### src/hdl/lcgrr_pkg.sv
// shared constants and types for the lcg random range generator
`timescale 1ns / 1ps

package lcgrr_pkg;

  localparam int unsigned LANES     = 4;
  localparam int unsigned LANE_IDX_W = 2;
  localparam int unsigned COUNT_W   = 3;
  localparam int unsigned DATA_W    = 32;
  localparam int unsigned DRAW_W    = 15;
  localparam int unsigned PROD_W    = DRAW_W + DATA_W;
  localparam int unsigned REM_W     = DATA_W + 1;
  localparam int unsigned ITER_W    = 6;
  localparam int unsigned ADDR_W    = 3;

  localparam logic [DATA_W-1:0] LCG_MUL  = 32'd214013;
  localparam logic [DATA_W-1:0] LCG_ADD  = 32'd2531011;
  localparam logic [DRAW_W-1:0] DRAW_MAX = 15'h7FFF;
  localparam int unsigned       DRAW_LSB = 16;

  // fractional divide steps, counted down
  localparam logic [ITER_W-1:0] FRAC_STEP_EST = ITER_W'(3);
  localparam logic [ITER_W-1:0] FRAC_STEP_REM = ITER_W'(2);
  localparam logic [ITER_W-1:0] FRAC_STEP_FIX = ITER_W'(1);

  localparam logic [ITER_W-1:0] INT_ITERS  = ITER_W'(DRAW_W);
  localparam logic [ITER_W-1:0] FRAC_ITERS = FRAC_STEP_EST;

  // multiples of 32767 for the fractional quotient fix-up
  localparam logic [PROD_W-1:0] FRAC_M1 = PROD_W'(DRAW_MAX);
  localparam logic [PROD_W-1:0] FRAC_M2 = FRAC_M1 + FRAC_M1;
  localparam logic [PROD_W-1:0] FRAC_M3 = FRAC_M2 + FRAC_M1;

  // register index decoded from paddr[2]
  localparam logic REG_SEED = 1'b0;

  localparam logic MODE_INT  = 1'b0;
  localparam logic MODE_FRAC = 1'b1;

  typedef struct packed {
    logic              load;
    logic              start;
    logic              mode;
    logic [DRAW_W-1:0] draw;
  } lane_ctrl_t;

  typedef struct packed {
    logic              done;
    logic [DATA_W-1:0] value;
  } lane_stat_t;

endpackage

### src/hdl/lcgrr_lcg.sv
// generator state, seed register and configuration port
`timescale 1ns / 1ps

module lcgrr_lcg import lcgrr_pkg::*; (
  input  logic              clk_i,
  input  logic              rst_ni,
  input  logic              psel,
  input  logic              penable,
  input  logic              pwrite,
  input  logic [ADDR_W-1:0] paddr,
  input  logic [DATA_W-1:0] pwdata,
  output logic [DATA_W-1:0] prdata,
  input  logic              step_i,
  output logic [DRAW_W-1:0] draw_o
);

  logic [DATA_W-1:0] seed_q;
  logic [DATA_W-1:0] state_q, state_d;
  logic [DATA_W-1:0] next_state;
  logic              seed_wr;

  assign seed_wr    = psel && penable && pwrite && (paddr[2] == REG_SEED);
  assign next_state = state_q * LCG_MUL + LCG_ADD;
  assign draw_o     = next_state[DRAW_LSB +: DRAW_W];
  assign prdata     = (paddr[2] == REG_SEED) ? seed_q : '0;

  always_comb begin
    state_d = state_q;
    if (seed_wr) begin
      state_d = pwdata;
    end else if (step_i) begin
      state_d = next_state;
    end
  end

  always_ff @(posedge clk_i or negedge rst_ni) begin
    if (!rst_ni) begin
      seed_q  <= '0;
      state_q <= '0;
    end else begin
      state_q <= state_d;
      if (seed_wr) begin
        seed_q <= pwdata;
      end
    end
  end

endmodule

### config.mk
export PLATFORM = sky130hd
export DESIGN_NAME = lcgrr_lcg
export DESIGN_NICKNAME = d
export VERILOG_FILES = /design/src/hdl/lcgrr_pkg.sv /design/src/hdl/lcgrr_lcg.sv
export SDC_FILE = /design/constraint.sdc
export NUM_CORES = 1
export LEC_CHECK = 0
export BUFFER_PORTS_ARGS = -buffer_cell sky130_fd_sc_hd__buf_2
export CAP_MARGIN = 20
export CELL_PAD_IN_SITES_DETAIL_PLACEMENT = 0
export CELL_PAD_IN_SITES_GLOBAL_PLACEMENT = 2
export CORE_MARGIN = 4
export CORE_UTILIZATION = 39
export CTS_CLUSTER_SIZE = 10
export DETAILED_ROUTE_END_ITERATION = 12
export PLACE_DENSITY = 0.83
export SLEW_MARGIN = 0
export SYNTH_ARGS = -nofsm -noshare
export SYNTH_HDL_FRONTEND = slang
export SYNTH_SLANG_ARGS = --single-unit
### constraint.sdc
create_clock -name clk_i -period 7.07 [get_ports clk_i]
set_input_delay 1.0605 -clock clk_i [delete_from_list [all_inputs] [get_ports clk_i]]
set_output_delay 1.0605 -clock clk_i [all_outputs]
set_load 0.01 [all_outputs]
### Word-level counts from Yosys, hierarchy flattened

Cells that the tools add are included.

| operators by class | value |
|---|---|
| $add $sub $neg | 1 |
| multiply operators | 1 |
| mux-type cells | 3 |
| bitwise logic cells | 1 |
| reduce and logical (&&, ||, !) cells | 4 |

Operators by type and width:

| kind | count |
|---|---|
| two-way mux 32 bit | 3 |
| adder 32 x 22 -> 32 bit, second input constant | 1 |
| multiplier 32 x 18 -> 32 bit, second input constant | 1 |
| logical AND 1 bit | 3 |
| nonzero test 2 bit | 1 |
| inverter 1 bit | 1 |

| word-level totals | value |
|---|---|
| flip-flop bits (word level) | 64 |
| logic and storage cells | 12 |

### Depth between registers and ports, before layout

| depth | value |
|---|---|
| depth in word-level cells | 4 |
| depth in mapped cells | 24 |
| gate-level depth less buffers | 24 |

### Least setup slack after synthesis

Ideal clock, no wire load.

| timing path | value |
|---|---|
| kind | register to output |
| from | register state_q[15] |
| to | output port draw_o[14] |
| arrival | 5.382 ns |
| path slack | 0.627 ns |
| stages on the path, launching flop included | 21 |
| buffers on the path | 0 |
| cell sequence | dfrtp_1 > fa_1 > inv_1 > fa_1 > fa_1 > fa_1 > inv_1 > fa_1 > inv_1 > fa_1 > inv_1 > ha_1 > and4_1 > and2_1 > nand2_1 > nand3_1 > a31oi_2 > o31ai_4 > a31oi_1 > a21oi_2 > xnor2_1 |

| on the way | value |
|---|---|
| word-level cells in the longest chain between the ends | 2 |

Ends and longest elaborated chain:

| item | line | source |
|---|---|---|
| from (decl) | lcgrr_lcg.sv:18 | `logic [DATA_W-1:0] state_q, state_d;` |
| from (signal assigned) | lcgrr_lcg.sv:41 | `state_q <= state_d;` |
| multiplier 32 x 18 -> 32 bit | lcgrr_lcg.sv:23 | `assign next_state = state_q * LCG_MUL + LCG_ADD;` |
| adder 32 x 22 -> 32 bit | lcgrr_lcg.sv:23 |  |
| to (decl) | lcgrr_lcg.sv:14 | `output logic [DRAW_W-1:0] draw_o` |

No other way between the ends.

### Final worst setup path

| timing path | value |
|---|---|
| from | register state_q[8] |
| to | output port draw_o[14] |

Same word-level chain as after synthesis.

==> results.sh <==
export IMPL_insertedDiodeCount=0
export IMPL_yosysTopAreaCellShare=0.336
export IMPL_clock_path_buffers=2
export IMPL_cap_violations=0
export IMPL_synth_warnings=0
export IMPL_finClkSkew_ps=4.03
export IMPL_cts_tree="built"
export IMPL_dieWidth_um=171
export IMPL_clk_pin_slew_ps=50
export IMPL_cp_top_family="adder cells"
export IMPL_path_depth=23
export IMPL_whs_ps=465
export IMPL_grt_usage=0.187
export IMPL_antenna_found_initial=0
export IMPL_vias_per_cell=4.64
export IMPL_rows=59
export IMPL_top_layer="met4"
export IMPL_ys_seq_area_frac=0.151
export IMPL_routed_wl_met3_um=940
export IMPL_tightest_slew_ps=997
export IMPL_synthArstFlopShare=1.00
export IMPL_overflow=0
export IMPL_drt_iter0_markers=285
export IMPL_initial_core_util=0.398
export IMPL_fmax_ghz=0.143
export IMPL_wl_met2_um=11700
export IMPL_synth_edff_count=0
export IMPL_synth_area_leader_cell="fa_1"
export IMPL_dpl_instance_area_um2=11500
export IMPL_wirelength_um=26000
export IMPL_slowest_stage="fa_2"
export IMPL_fill_cells=2581
export IMPL_cp_cell_sequence="buf_6 > fa_2 > inv_4 > fa_1 > inv_2 > ha_4 > inv_2 > fa_1 > inv_1 > fa_1 > inv_2 > fa_1 > inv_2 > ha_4 > and4_4 > and2_4 > buf_4 > a31oi_4 > o31ai_4 > a31oi_2 > a21oi_2 > xnor2_1 > buf_2"
export IMPL_worstSetupEndpointType="output port"
export IMPL_drt_first_pass_iters=5
export IMPL_grt_max_degree=64
export IMPL_crit_path_max_fanout=4
export IMPL_reg2reg_slack_ps=1080
export IMPL_register_area_um2=1590
export IMPL_finalHoldViolations=0
export IMPL_multiInputGateArea_um2=7890
export IMPL_worstPathArrival_ps=5910
export IMPL_synth_area_per_cell_um2=9.50
export IMPL_worstSetupPathType="reg -> out"
export IMPL_gp_congestion=0.856
export IMPL_rsz0062_at_grt="true"
export IMPL_fin_crit_sh=0.986
export IMPL_crit_buf_inv=9
export IMPL_min_period_ps=6970
export IMPL_dieArea_um2=29400
export IMPL_drtAntennaViolNets=0
export IMPL_synthToLayoutAreaGrowth_pct=18.3
export IMPL_hpwlAfterDp_um=22500
export IMPL_cts_htree_levels=3
export IMPL_min_from="seed_q[0]"
export IMPL_clock_root_buffer="clkbuf_16"
export IMPL_synthDistinctLibCells=53
export IMPL_synth_area_um2=10400
export IMPL_layout_drive_gt1_share=0.203
export IMPL_cp_data_required_time_ps=6010
export IMPL_synthCells=1096
export IMPL_start_kind="flip-flop"
export IMPL_r2r_start="state_q[8]"
export IMPL_numCtsBuffers=9
export IMPL_vias=7302
export IMPL_final_cell_area_um2=12300
export IMPL_cts_sinks=63
export IMPL_drc=0
export IMPL_finalNetCount=1584
export IMPL_hp_class="reg -> reg"
export IMPL_fin_tns_setup_ps=0
export IMPL_setup_viol=0
export IMPL_cp_slowest_stage_delay_ps=540
export IMPL_ioPinCount=88
export IMPL_min_delay_path_depth=2
export IMPL_ys_flop_type="dfrtp_1"
export IMPL_post_drt_wl_per_cell_um=16.5
export IMPL_io_buffers=85
export IMPL_dieHeight_um=171
export IMPL_drt_met1_wl_um=13100
export IMPL_hold_path_end="seed_q[0]"
export IMPL_synth_top_cells_by_area="fa_1 34%, ha_1 16%, dfrtp_1 15%"
export IMPL_core_area_um2=26100
export IMPL_maxSlewHeadroom=0.335
export IMPL_synth_nets=1446
export IMPL_grt_pass1_wl_um=42700
export IMPL_status="finished clean"
export IMPL_grt_pass1_vias=7763
export IMPL_clk_latency_ps=320
export IMPL_synth_seq_cells=63
export IMPL_r2r_end="state_q[28]"
export IMPL_drv_slew=0
export IMPL_r2r_cells=26
==> worst max path at each step <==
| stage | startpoint | end | slack [ps] |
|---|---|---|---|
| floorplan | state_q[15] | draw_o[14] | 630 |
| global placement | state_q[5] | draw_o[7] | 100 |
| detailed placement | state_q[5] | draw_o[7] | 130 |
| CTS | state_q[7] | draw_o[14] | -40 |
| global route | state_q[8] | draw_o[7] | -100 |
| finish | state_q[8] | draw_o[14] | 100 |
==> final cells by class <==
cell class / count / share of cell area
repair buffers: 146 / 0.0739
clock inverters: 5 / 0.00467
clock buffers: 11 / 0.0197
multi-input cells: 694 / 0.641
inverters: 320 / 0.0977
flip-flops and latches: 63 / 0.129
well taps: 335 / 0.0340
==> cells by family (layout without fill, tap and decap cells) <==
group / count (synthesis) / after routing / synth area share
buffers and inverters: 339 / 482 / 0.123
multiplexers: 24 / 24 / 0.0231
AO/OA/AOI/OAI: 107 / 107 / 0.0668
flip-flops: 63 / 63 / 0.151
AND/OR/NAND/NOR: 196 / 196 / 0.0895
adder cells (fa/ha/maj): 309 / 309 / 0.497
XOR/XNOR: 58 / 58 / 0.0488
==> metal layers <==
layer / up-vias / track usage
met5: - / 0
met4: 0 / 0.0341
met3: 17 / 0.0207
met2: 124 / 0.290
met1: 3602 / 0.285
li1: 3559 / -
==> cell usage in the layout (no fill, tap or decap), types with 22 or more instances in the layout <==
cell / synthesis / layout
buf_4: 0 / 56
buf_2: 1 / 85
ha_1: 134 / 118
nand2_1: 111 / 110
o21ai_0: 35 / 32
nor2b_1: 35 / 35
inv_1: 320 / 306
xnor2_1: 42 / 39
mux2i_1: 24 / 24
a21oi_1: 29 / 22
dfrtp_1: 63 / 50
fa_1: 175 / 167
==> cell usage after synthesis (13+ instances only) <==
| library cell | number |
|---|---|
| a21o_1 | 13 |
| clkbuf_1 | 16 |
| nor2b_1 | 35 |
| nand2_1 | 111 |
| dfrtp_1 | 63 |
| inv_1 | 320 |
| ha_1 | 134 |
| a21oi_1 | 29 |
| o21ai_0 | 35 |
| fa_1 | 175 |
| xor2_1 | 16 |
| xnor2_1 | 42 |
| mux2i_1 | 24 |
| nor2_1 | 17 |
==> flip-flops by register name, indices dropped and copies added (netlist names) <==
name and flops:
seed_q 32, state_q 31
==> worst reg2reg max path, stage by stage (launching register included) <==
cell and delay, ps:
dfrtp_2 470, buf_6 160, fa_2 540, inv_4 50, fa_1 540, inv_2 50, ha_4 250, inv_2 30
fa_1 490, inv_1 50, fa_1 500, inv_2 50, fa_1 500, inv_2 60, ha_4 260, a21oi_2 150
o21ai_2 90, a21oi_2 150, nand3_2 110, a31oi_4 210, o31ai_4 130, a311oi_2 390, xnor2_2 140, buf_4 150
buf_4 130, mux2i_1 150, o21ai_1 70
==> per-stage QoR <==
step / utilization / setup slack [ps] / std cells
after global placement: 0.440 / 97.1 / 1541
after global routing: 0.471 / -99.2 / 1574
after detailed placement: 0.440 / 128 / 1541
after CTS: 0.457 / -43.5 / 1560
after floorplan: - / 627 / 1096
final: 0.471 / 97.3 / 1574
==> timing repair <==
| action | CTS | global route |
|---|---|---|
| pin swaps | 5 | 28 |
| hold endpoints to repair | 0 | 0 |
| setup buffers | 3 | 13 |
| setup endpoints to repair | 10 | 14 |
| resized for setup | 25 | 65 |
| hold buffers | 0 | 0 |
| gates cloned | 0 | 0 |
Power is left out: the tool's default activity adds up to more than one toggle a clock period on the data nets, which glitch-free logic cannot reach.
