==> src/hdl/lcgrr_pkg.sv <==
// shared constants and types for the lcg random range generator
`timescale 1ns / 1ps

package lcgrr_pkg;

  localparam int unsigned LANES     = 4;
  localparam int unsigned LANE_IDX_W = 2;
  localparam int unsigned COUNT_W   = 3;
  localparam int unsigned DATA_W    = 32;
  localparam int unsigned DRAW_W    = 15;
  localparam int unsigned PROD_W    = DRAW_W + DATA_W;
  localparam int unsigned REM_W     = DATA_W + 1;
  localparam int unsigned ITER_W    = 6;
  localparam int unsigned ADDR_W    = 3;

  localparam logic [DATA_W-1:0] LCG_MUL  = 32'd214013;
  localparam logic [DATA_W-1:0] LCG_ADD  = 32'd2531011;
  localparam logic [DRAW_W-1:0] DRAW_MAX = 15'h7FFF;
  localparam int unsigned       DRAW_LSB = 16;

  // fractional divide steps, counted down
  localparam logic [ITER_W-1:0] FRAC_STEP_EST = ITER_W'(3);
  localparam logic [ITER_W-1:0] FRAC_STEP_REM = ITER_W'(2);
  localparam logic [ITER_W-1:0] FRAC_STEP_FIX = ITER_W'(1);

  localparam logic [ITER_W-1:0] INT_ITERS  = ITER_W'(DRAW_W);
  localparam logic [ITER_W-1:0] FRAC_ITERS = FRAC_STEP_EST;

  // multiples of 32767 for the fractional quotient fix-up
  localparam logic [PROD_W-1:0] FRAC_M1 = PROD_W'(DRAW_MAX);
  localparam logic [PROD_W-1:0] FRAC_M2 = FRAC_M1 + FRAC_M1;
  localparam logic [PROD_W-1:0] FRAC_M3 = FRAC_M2 + FRAC_M1;

  // register index decoded from paddr[2]
  localparam logic REG_SEED = 1'b0;

  localparam logic MODE_INT  = 1'b0;
  localparam logic MODE_FRAC = 1'b1;

  typedef struct packed {
    logic              load;
    logic              start;
    logic              mode;
    logic [DRAW_W-1:0] draw;
  } lane_ctrl_t;

  typedef struct packed {
    logic              done;
    logic [DATA_W-1:0] value;
  } lane_stat_t;

endpackage

==> src/hdl/lcgrr_lane.sv <==
// one lane: bound ordering, draw scaling and a restoring divider
`timescale 1ns / 1ps

module lcgrr_lane import lcgrr_pkg::*; (
  input  logic                     clk_i,
  input  logic                     rst_ni,
  input  lane_ctrl_t               ctrl_i,
  input  logic signed [DATA_W-1:0] bound_a_i,
  input  logic signed [DATA_W-1:0] bound_b_i,
  output lane_stat_t               stat_o
);

  typedef enum logic [3:0] {
    LN_IDLE = 4'b0001,
    LN_MUL  = 4'b0010,
    LN_DIV  = 4'b0100,
    LN_DONE = 4'b1000
  } lane_state_e;

  lane_state_e       st_q, st_d;
  logic              mode_q;
  logic [DRAW_W-1:0] draw_q;
  logic [DATA_W-1:0] lo_q;
  logic [DATA_W-1:0] span_q;
  logic [REM_W-1:0]  div_q;
  logic [REM_W-1:0]  rem_q;
  logic [PROD_W-1:0] dq_q;
  logic [ITER_W-1:0] iter_q;

  logic              a_lt_b;
  logic [PROD_W-1:0] prod;
  logic [REM_W:0]    trial;
  logic [REM_W:0]    diff;
  logic              fits;
  logic [DATA_W-1:0] offset;
  logic [REM_W-1:0]  q_est;
  logic [PROD_W-1:0] frac_rem;
  logic [1:0]        frac_fix;

  assign a_lt_b = bound_a_i < bound_b_i;
  assign prod   = PROD_W'(draw_q) * PROD_W'(span_q);

  // shift in the next dividend bit and try the subtraction
  assign trial = {rem_q, dq_q[PROD_W-1]};
  assign diff  = trial - {1'b0, div_q};
  assign fits  = trial >= {1'b0, div_q};

  // divide by 2^15 - 1: the sum of 15-bit shifts falls short of the quotient by at most three
  assign q_est    = REM_W'(dq_q[PROD_W-1:DRAW_W]) + REM_W'(dq_q[PROD_W-1:2*DRAW_W])
                  + REM_W'(dq_q[PROD_W-1:3*DRAW_W]);
  assign frac_rem = dq_q - PROD_W'({rem_q, {DRAW_W{1'b0}}}) + PROD_W'(rem_q);
  assign frac_fix = 2'(dq_q >= FRAC_M1) + 2'(dq_q >= FRAC_M2) + 2'(dq_q >= FRAC_M3);

  // remainder for integer range, quotient for fractional range
  assign offset       = (mode_q == MODE_FRAC) ? dq_q[DATA_W-1:0] : rem_q[DATA_W-1:0];
  assign stat_o.done  = (st_q == LN_DONE);
  assign stat_o.value = lo_q + offset;

  always_comb begin
    st_d = st_q;
    case (st_q)
      LN_IDLE: st_d = LN_IDLE;
      LN_MUL:  st_d = LN_DIV;
      LN_DIV:  if (iter_q == ITER_W'(1)) st_d = LN_DONE;
      LN_DONE: st_d = LN_DONE;
      default: st_d = LN_IDLE;
    endcase
    if (ctrl_i.start) begin
      st_d = LN_MUL;
    end
  end

  always_ff @(posedge clk_i or negedge rst_ni) begin
    if (!rst_ni) begin
      st_q <= LN_IDLE;
    end else begin
      st_q <= st_d;
    end
  end

  always_ff @(posedge clk_i) begin
    if (ctrl_i.load) begin
      draw_q <= ctrl_i.draw;
    end
    if (ctrl_i.start) begin
      mode_q <= ctrl_i.mode;
      lo_q   <= a_lt_b ? bound_a_i : bound_b_i;
      span_q <= a_lt_b ? (bound_b_i - bound_a_i) : (bound_a_i - bound_b_i);
    end else if (st_q == LN_MUL) begin
      rem_q <= '0;
      if (mode_q == MODE_FRAC) begin
        dq_q   <= prod;
        iter_q <= FRAC_ITERS;
      end else begin
        dq_q   <= {draw_q, {(PROD_W - DRAW_W){1'b0}}};
        div_q  <= {1'b0, span_q} + REM_W'(1);
        iter_q <= INT_ITERS;
      end
    end else if (st_q == LN_DIV) begin
      iter_q <= iter_q - ITER_W'(1);
      if (mode_q == MODE_FRAC) begin
        if (iter_q == FRAC_STEP_EST) begin
          rem_q <= q_est;
        end else if (iter_q == FRAC_STEP_REM) begin
          dq_q <= frac_rem;
        end else if (iter_q == FRAC_STEP_FIX) begin
          dq_q <= PROD_W'(rem_q) + PROD_W'(frac_fix);
        end
      end else begin
        rem_q <= fits ? diff[REM_W-1:0] : trial[REM_W-1:0];
        dq_q  <= {dq_q[PROD_W-2:0], fits};
      end
    end
  end

endmodule

==> config.mk <==
export PLATFORM = sky130hd
export DESIGN_NAME = lcgrr_lane
export DESIGN_NICKNAME = d
export VERILOG_FILES = /design/src/hdl/lcgrr_pkg.sv /design/src/hdl/lcgrr_lane.sv
export SDC_FILE = /design/constraint.sdc
export NUM_CORES = 2
export LEC_CHECK = 0
export BUFFER_PORTS_ARGS = -buffer_cell sky130_fd_sc_hd__clkbuf_2
export CAP_MARGIN = 10
export CORE_MARGIN = 8
export CORE_UTILIZATION = 33
export CTS_CLUSTER_SIZE = 8
export DETAILED_ROUTE_END_ITERATION = 7
export HOLD_SLACK_MARGIN = 0.15
export PLACE_DENSITY = 0.58
export SETUP_SLACK_MARGIN = 0.2
export SLEW_MARGIN = 10
export SYNTH_ARGS = -nofsm -noshare
export SYNTH_HDL_FRONTEND = slang
export SYNTH_SLANG_ARGS = --single-unit
==> constraint.sdc <==
create_clock -name clk_i -period 8.7 [get_ports clk_i]
set_input_delay 0.435 -clock clk_i [delete_from_list [all_inputs] [get_ports clk_i]]
set_output_delay 0.435 -clock clk_i [all_outputs]
set_load 0.05 [all_outputs]
# ---- Yosys cells after proc, flatten, opt, wreduce, memory -nomap -nowiden
# Cells that the tools add are included.
dict set report totals {
  register_bits 203
  output_inout_bits 33
  wordCells 65
}
dict set report classes {
  add_sub_neg 13
  n_mul 1
  n_lt_le_gt_ge 5
  eq_ne 10
  mux 20
  bitwise 2
  n_reduce_logical 5
}
# op n
set ops {}
lappend ops {{$mux 47} 7}
lappend ops {{$mux 33} 4}
lappend ops {{$mux 32} 3}
lappend ops {{$sub 32x32->32} 2}
lappend ops {{$add 47x33->47} 1}
lappend ops {{$ge 47x15->1 const B} 1}
lappend ops {{$ge 47x16->1 const B} 1}
lappend ops {{$ge 47x17->1 const B} 1}
lappend ops {{$mul 15x32->47} 1}
lappend ops {{$sub 47x47->47} 1}
lappend ops {{$add 33x2->34} 1}
lappend ops {{$ge 34x33->1} 1}
lappend ops {{$add 32x1->33 const B} 1}
lappend ops {{$add 32x17->33} 1}
lappend ops {{$add 33x2->33} 1}
lappend ops {{$sub 33x33->33} 1}
lappend ops {{$add 32x32->32} 1}
lappend ops {{$lt 32x32->1} 1}
lappend ops {{$eq 6x2->1 const B} 2}
lappend ops {{$mux 4} 3}
lappend ops {{$mux 6} 2}
lappend ops {{$pmux 4 s3} 1}
lappend ops {{$eq 6x1->1 const B} 1}
lappend ops {{$ne 3x3->1 const B} 2}
lappend ops {{other kinds (13)} 15}

# ---- Longest topological paths before layout
dict set report logic_depth {
  depth_word 10
  depth_mapped 26
}

# ---- Least setup slack after synthesis
# No wires, ideal clock.
dict set report synth_path {
  path_type {flip-flop to flip-flop}
  start {reg span_q[3]}
  end {reg dq_q[31] (data pin)}
  setup_ps 264
  arrival_time_ps 6412
  t_required_ps 8436
  slack_ps 2024
  stages_incl_launch_ff 26
  synth_period_minus_slack_ps 6676
  cell_sequence {edfxtp_1 -> clkbuf_1 -> clkbuf_1 -> and2_1 -> fa_1 -> inv_1 -> fa_1 -> inv_1 -> fa_1 -> fa_1 -> fa_1 -> inv_1 -> fa_1 -> inv_1 -> ha_1 -> clkbuf_1 -> o21a_1 -> o211ai_1 -> inv_1 -> o2111a_1 -> a211oi_1 -> o221ai_1 -> a31o_2 -> xor2_1 -> a22oi_1 -> o21ai_0}
}
dict set report synth_via {
  elab_chain_cells 3
}
# element line_no
set synth_rtl {}
lappend synth_rtl {{start, declared} lcgrr_lane.sv:24} ;# logic [DATA_W-1:0] span_q;
lappend synth_rtl {{start signal, assigned} lcgrr_lane.sv:88} ;# span_q <= a_lt_b ? (bound_b_i - bound_a_i) : (bound_a_i - bound_b_i);
lappend synth_rtl {{$mul 15x32->47} lcgrr_lane.sv:41} ;# assign prod = PROD_W'(draw_q) * PROD_W'(span_q);
lappend synth_rtl {{$mux 47} lcgrr_lane.sv:91} ;# if (mode_q == MODE_FRAC) begin
lappend synth_rtl {{$mux 47} lcgrr_lane.sv:89} ;# end else if (st_q == LN_MUL) begin
lappend synth_rtl {{end signal, assigned} lcgrr_lane.sv:92} ;# dq_q <= prod;
lappend synth_rtl {{end signal, assigned} lcgrr_lane.sv:95} ;# dq_q <= {draw_q, {(PROD_W - DRAW_W){1'b0}}};
lappend synth_rtl {{end signal, assigned} lcgrr_lane.sv:105} ;# dq_q <= frac_rem;
lappend synth_rtl {{end, declared} lcgrr_lane.sv:27} ;# logic [PROD_W-1:0] dq_q;
# No other way between the ends.
# A chain may end at the register's enable or synchronous reset.

# ---- Worst setup path in the final report
dict set report layout_path {
  start {reg draw_q[2]}
  end {reg dq_q[40] (data pin)}
}
dict set report layout_via {
  elab_chain_cells 3
}
# element line_no
set layout_rtl {}
lappend layout_rtl {{start, declared} lcgrr_lane.sv:22} ;# logic [DRAW_W-1:0] draw_q;
lappend layout_rtl {{start signal, assigned} lcgrr_lane.sv:83} ;# draw_q <= ctrl_i.draw;
lappend layout_rtl {{$mul 15x32->47} lcgrr_lane.sv:41}
lappend layout_rtl {{$mux 47} lcgrr_lane.sv:91}
lappend layout_rtl {{$mux 47} lcgrr_lane.sv:89}
# No other way between the ends.

==> results.py <==
metrics = {
    "floorplanning": {
        "die_w_um": 354,
        "coreArea_um2": 114000,
        "dieArea_um2": 125000,
        "ios": 117,
        "fp.dieH_um": 354,
        "initial_core_util": 0.331,
        "fp-row-count": 124,
    },
    "cells_and_area": {
        "final_common_cell": "inv_1",
        "final_nets": 5367,
        "drive_above_1_share": 0.0516,
        "syn_to_final_growth_pct": 8.02,
        "fin_area_um2": 40600,
        "layout_common_cells": "730 x inv_1, 512 x nand2_1, 415 x fa_1, 350 x ha_1, 297 x a21oi_1",
    },
    "setup_path": {
        "start_kind": "flip-flop",
        "rrSetupSlack_ns": 1.13,
        "endpoint_kind": "flip-flop",
        "cp_slowest_cell": "edfxtp_1",
        "required_ns": 9.03,
        "crit_start": "draw_q[2]",
        "critPathArrivalTime_ns": 7.89,
        "critPathMaxStageDelay_ns": 0.87,
        "ff2ff_path_depth": 24,
        "path_max_fanout": 33,
        "reg2reg_from": "draw_q[2]",
        "crit_type": "flip-flop to flip-flop",
        "crit_end": "dq_q[40]",
        "r2r-end": "dq_q[40]",
        "path_cells": "and2_1, fa_1, inv_1, fa_1, inv_1, fa_1, inv_1, fa_1, inv_1, fa_1, inv_1, fa_1, inv_1, ha_1, nand2_1, o21ai_0, a21o_1, nand4_1, a31oi_1, a41oi_1, a21oi_1, a211oi_1, nor3_1, nor3_1",
    },
    "clock_tree": {
        "numCtsBuffers": 30,
        "clockBufferDepth": 3,
        "cts_sinks": 203,
        "cts_tree": "built",
        "ctsHoldBuffers": 21,
        "post_cts_resized": 0,
        "cts_setup_buffers": 0,
        "htree_num_levels": 1,
        "cts-root-buf": "clkbuf_16",
        "clock_latency_ns": 0.63,
        "clkTransAtPathRegs_ns": 0.06,
    },
    "timing": {
        "tightest_slew_ns": 1.22,
        "max_freq_mhz": 132,
        "hold_viol": 0,
        "setup_viol": 0,
        "rsz0062_at_grt": "no",
        "setup_ws_ns": 1.13,
        "setup-tns-final_ns": 0,
        "post-route-period-util": 0.870,
        "fin_skew_ns": 0.0518,
        "maxSlewViolCount": 0,
        "period_needed_ns": 7.57,
        "maxSlewHeadroom": 0.187,
    },
    "synth": {
        "netlist-cell-type-count": 86,
        "avgSynthCellArea_um2": 8.29,
        "yosys-top-cells-area": "fa_1 22%, edfxtp_1 16%, ha_1 12%",
        "synthCells": 4536,
        "synth_edf_count": 199,
        "ys_async_sr_fraction": 0.0197,
        "yosysSeqAreaShare": 0.162,
        "synth-seq-cells": 203,
        "yosys.area.top_type": "fa_1",
        "yosys_most_used_dff": "edfxtp_1",
        "syn_nets": 5385,
        "syn-cell-area_um2": 37600,
        "synth-warning-count": 0,
        "yosysTopAreaCellShare": 0.221,
    },
    "placed_design": {
        "dp_slack_ns": 1.19,
        "io_buffers": 116,
        "place_congestion": 0.964,
        "post_dp_cell_area_um2": 39500,
        "hpwl_um": 105000,
    },
    "routing": {
        "wire_per_inst_um": 21.4,
        "drt_iter0_drc": 2836,
        "viasPerCell": 5.38,
        "postRouteWirelength_um": 130000,
        "dr_total_vias": 32551,
        "ant_nets": 0,
        "first_pass_iters": 6,
        "drc": 0,
    },
    "global_routing": {
        "grt-ovfl-total": 0,
        "grt_use_total": 0.201,
        "grt_antenna_before_repair": 13,
        "grt_max_degree": 170,
        "first_global_vias": 32207,
        "grt_pass1_wl_um": 198000,
    },
    "min_path": {
        "min_path_type": "input port to flip-flop",
    },
    "outcome": {
        "outcome": "complete, no violations",
    },
    "flow_run": {
        "cap_violations": 0,
    },
}
[cells in the mapped netlist, types with 29 or more instances]
library cell,instances
a21oi_1,297
nand4_1,59
o21ai_0,251
clkbuf_1,201
xnor2_1,175
a21o_1,102
xor2_1,77
ha_1,350
a31oi_1,45
nor3_1,53
o21bai_1,36
o211ai_1,43
and3_1,29
fa_1,415
nor2_1,208
inv_1,730
nor2b_1,31
and2_1,280
nand2_1,513
nand3_1,65
edfxtp_1,199
a211oi_1,57
[layer usage]
metal,GRT usage,up-vias,share of wire
li1,-,15025,-
met1,0.267,16106,0.42
met2,0.327,1160,0.47
met3,0.0302,256,0.067
met4,0.0821,4,0.045
met5,0,-,0.00021
[flip-flops by register name (all words and copies together), names as in the netlist]
signal,cells
iter_q,6
mode_q,1
span_q,32
draw_q,15
st_q,4
rem_q,33
div_q,33
dq_q,47
lo_q,32
[layout make-up]
class                      count  area, um^2
timing repair buffer         175        1090
fill                       11829       73100
clock buffer                  50         836
tap                         1512        1890
antenna                        4        10.0
sequential                   203        6080
multi-input combinational   3378       27900
clock inverter                 2        35.0
inverter                     730        2740
[stage by stage]
stage / cells / hold slack [ns] / util
4_1_cts: 6050 / 0.152 / 0.357
3_3_place_gp: 5977 / 0.257 / 0.348
5_1_grt: 6050 / 0.169 / 0.357
3_5_place_dp: 5977 / 0.256 / 0.348
2_1_floorplan: 4536 / 0.139 / -
6_report: 6054 / 0.172 / 0.357
[cell families (layout without fill, tap and decap cells)]
| group | Yosys count | count (layout) | share of synthesized area |
|---|---|---|---|
| buf+inv | 955 | 957 | 0.0963 |
| fa+ha+maj | 765 | 765 | 0.337 |
| flops | 203 | 203 | 0.162 |
| mux | 25 | 25 | 0.00708 |
| simple gates | 1332 | 1332 | 0.171 |
| other cells | 0 | 4 | 0 |
| compound gates | 1004 | 1004 | 0.168 |
| xor+xnor | 252 | 252 | 0.0587 |
[worst min-delay path by stage]
stage,startpoint,endpoint,slack (ns),cells after the start
2_1_floorplan,rst_ni,st_q[1],0.14,0
3_3_place_gp,rst_ni,st_q[1],0.26,1
3_5_place_dp,rst_ni,st_q[1],0.26,1
4_1_cts,bound_b_i[30],lo_q[30],0.15,3
5_1_grt,bound_b_i[5],lo_q[5],0.17,3
6_report,bound_b_i[30],lo_q[30],0.17,3
[worst max-delay path: cells and delay by family (launching register included)]
kind	cells	cell delay, ns
compound gates	6	1.74
fa+ha+maj	7	3.40
buf+inv	6	0.32
flops	1	0.87
simple gates	5	0.94
Power is left out: the tool's default activity adds up to more than one toggle a clock period on the data nets, which glitch-free logic cannot reach.
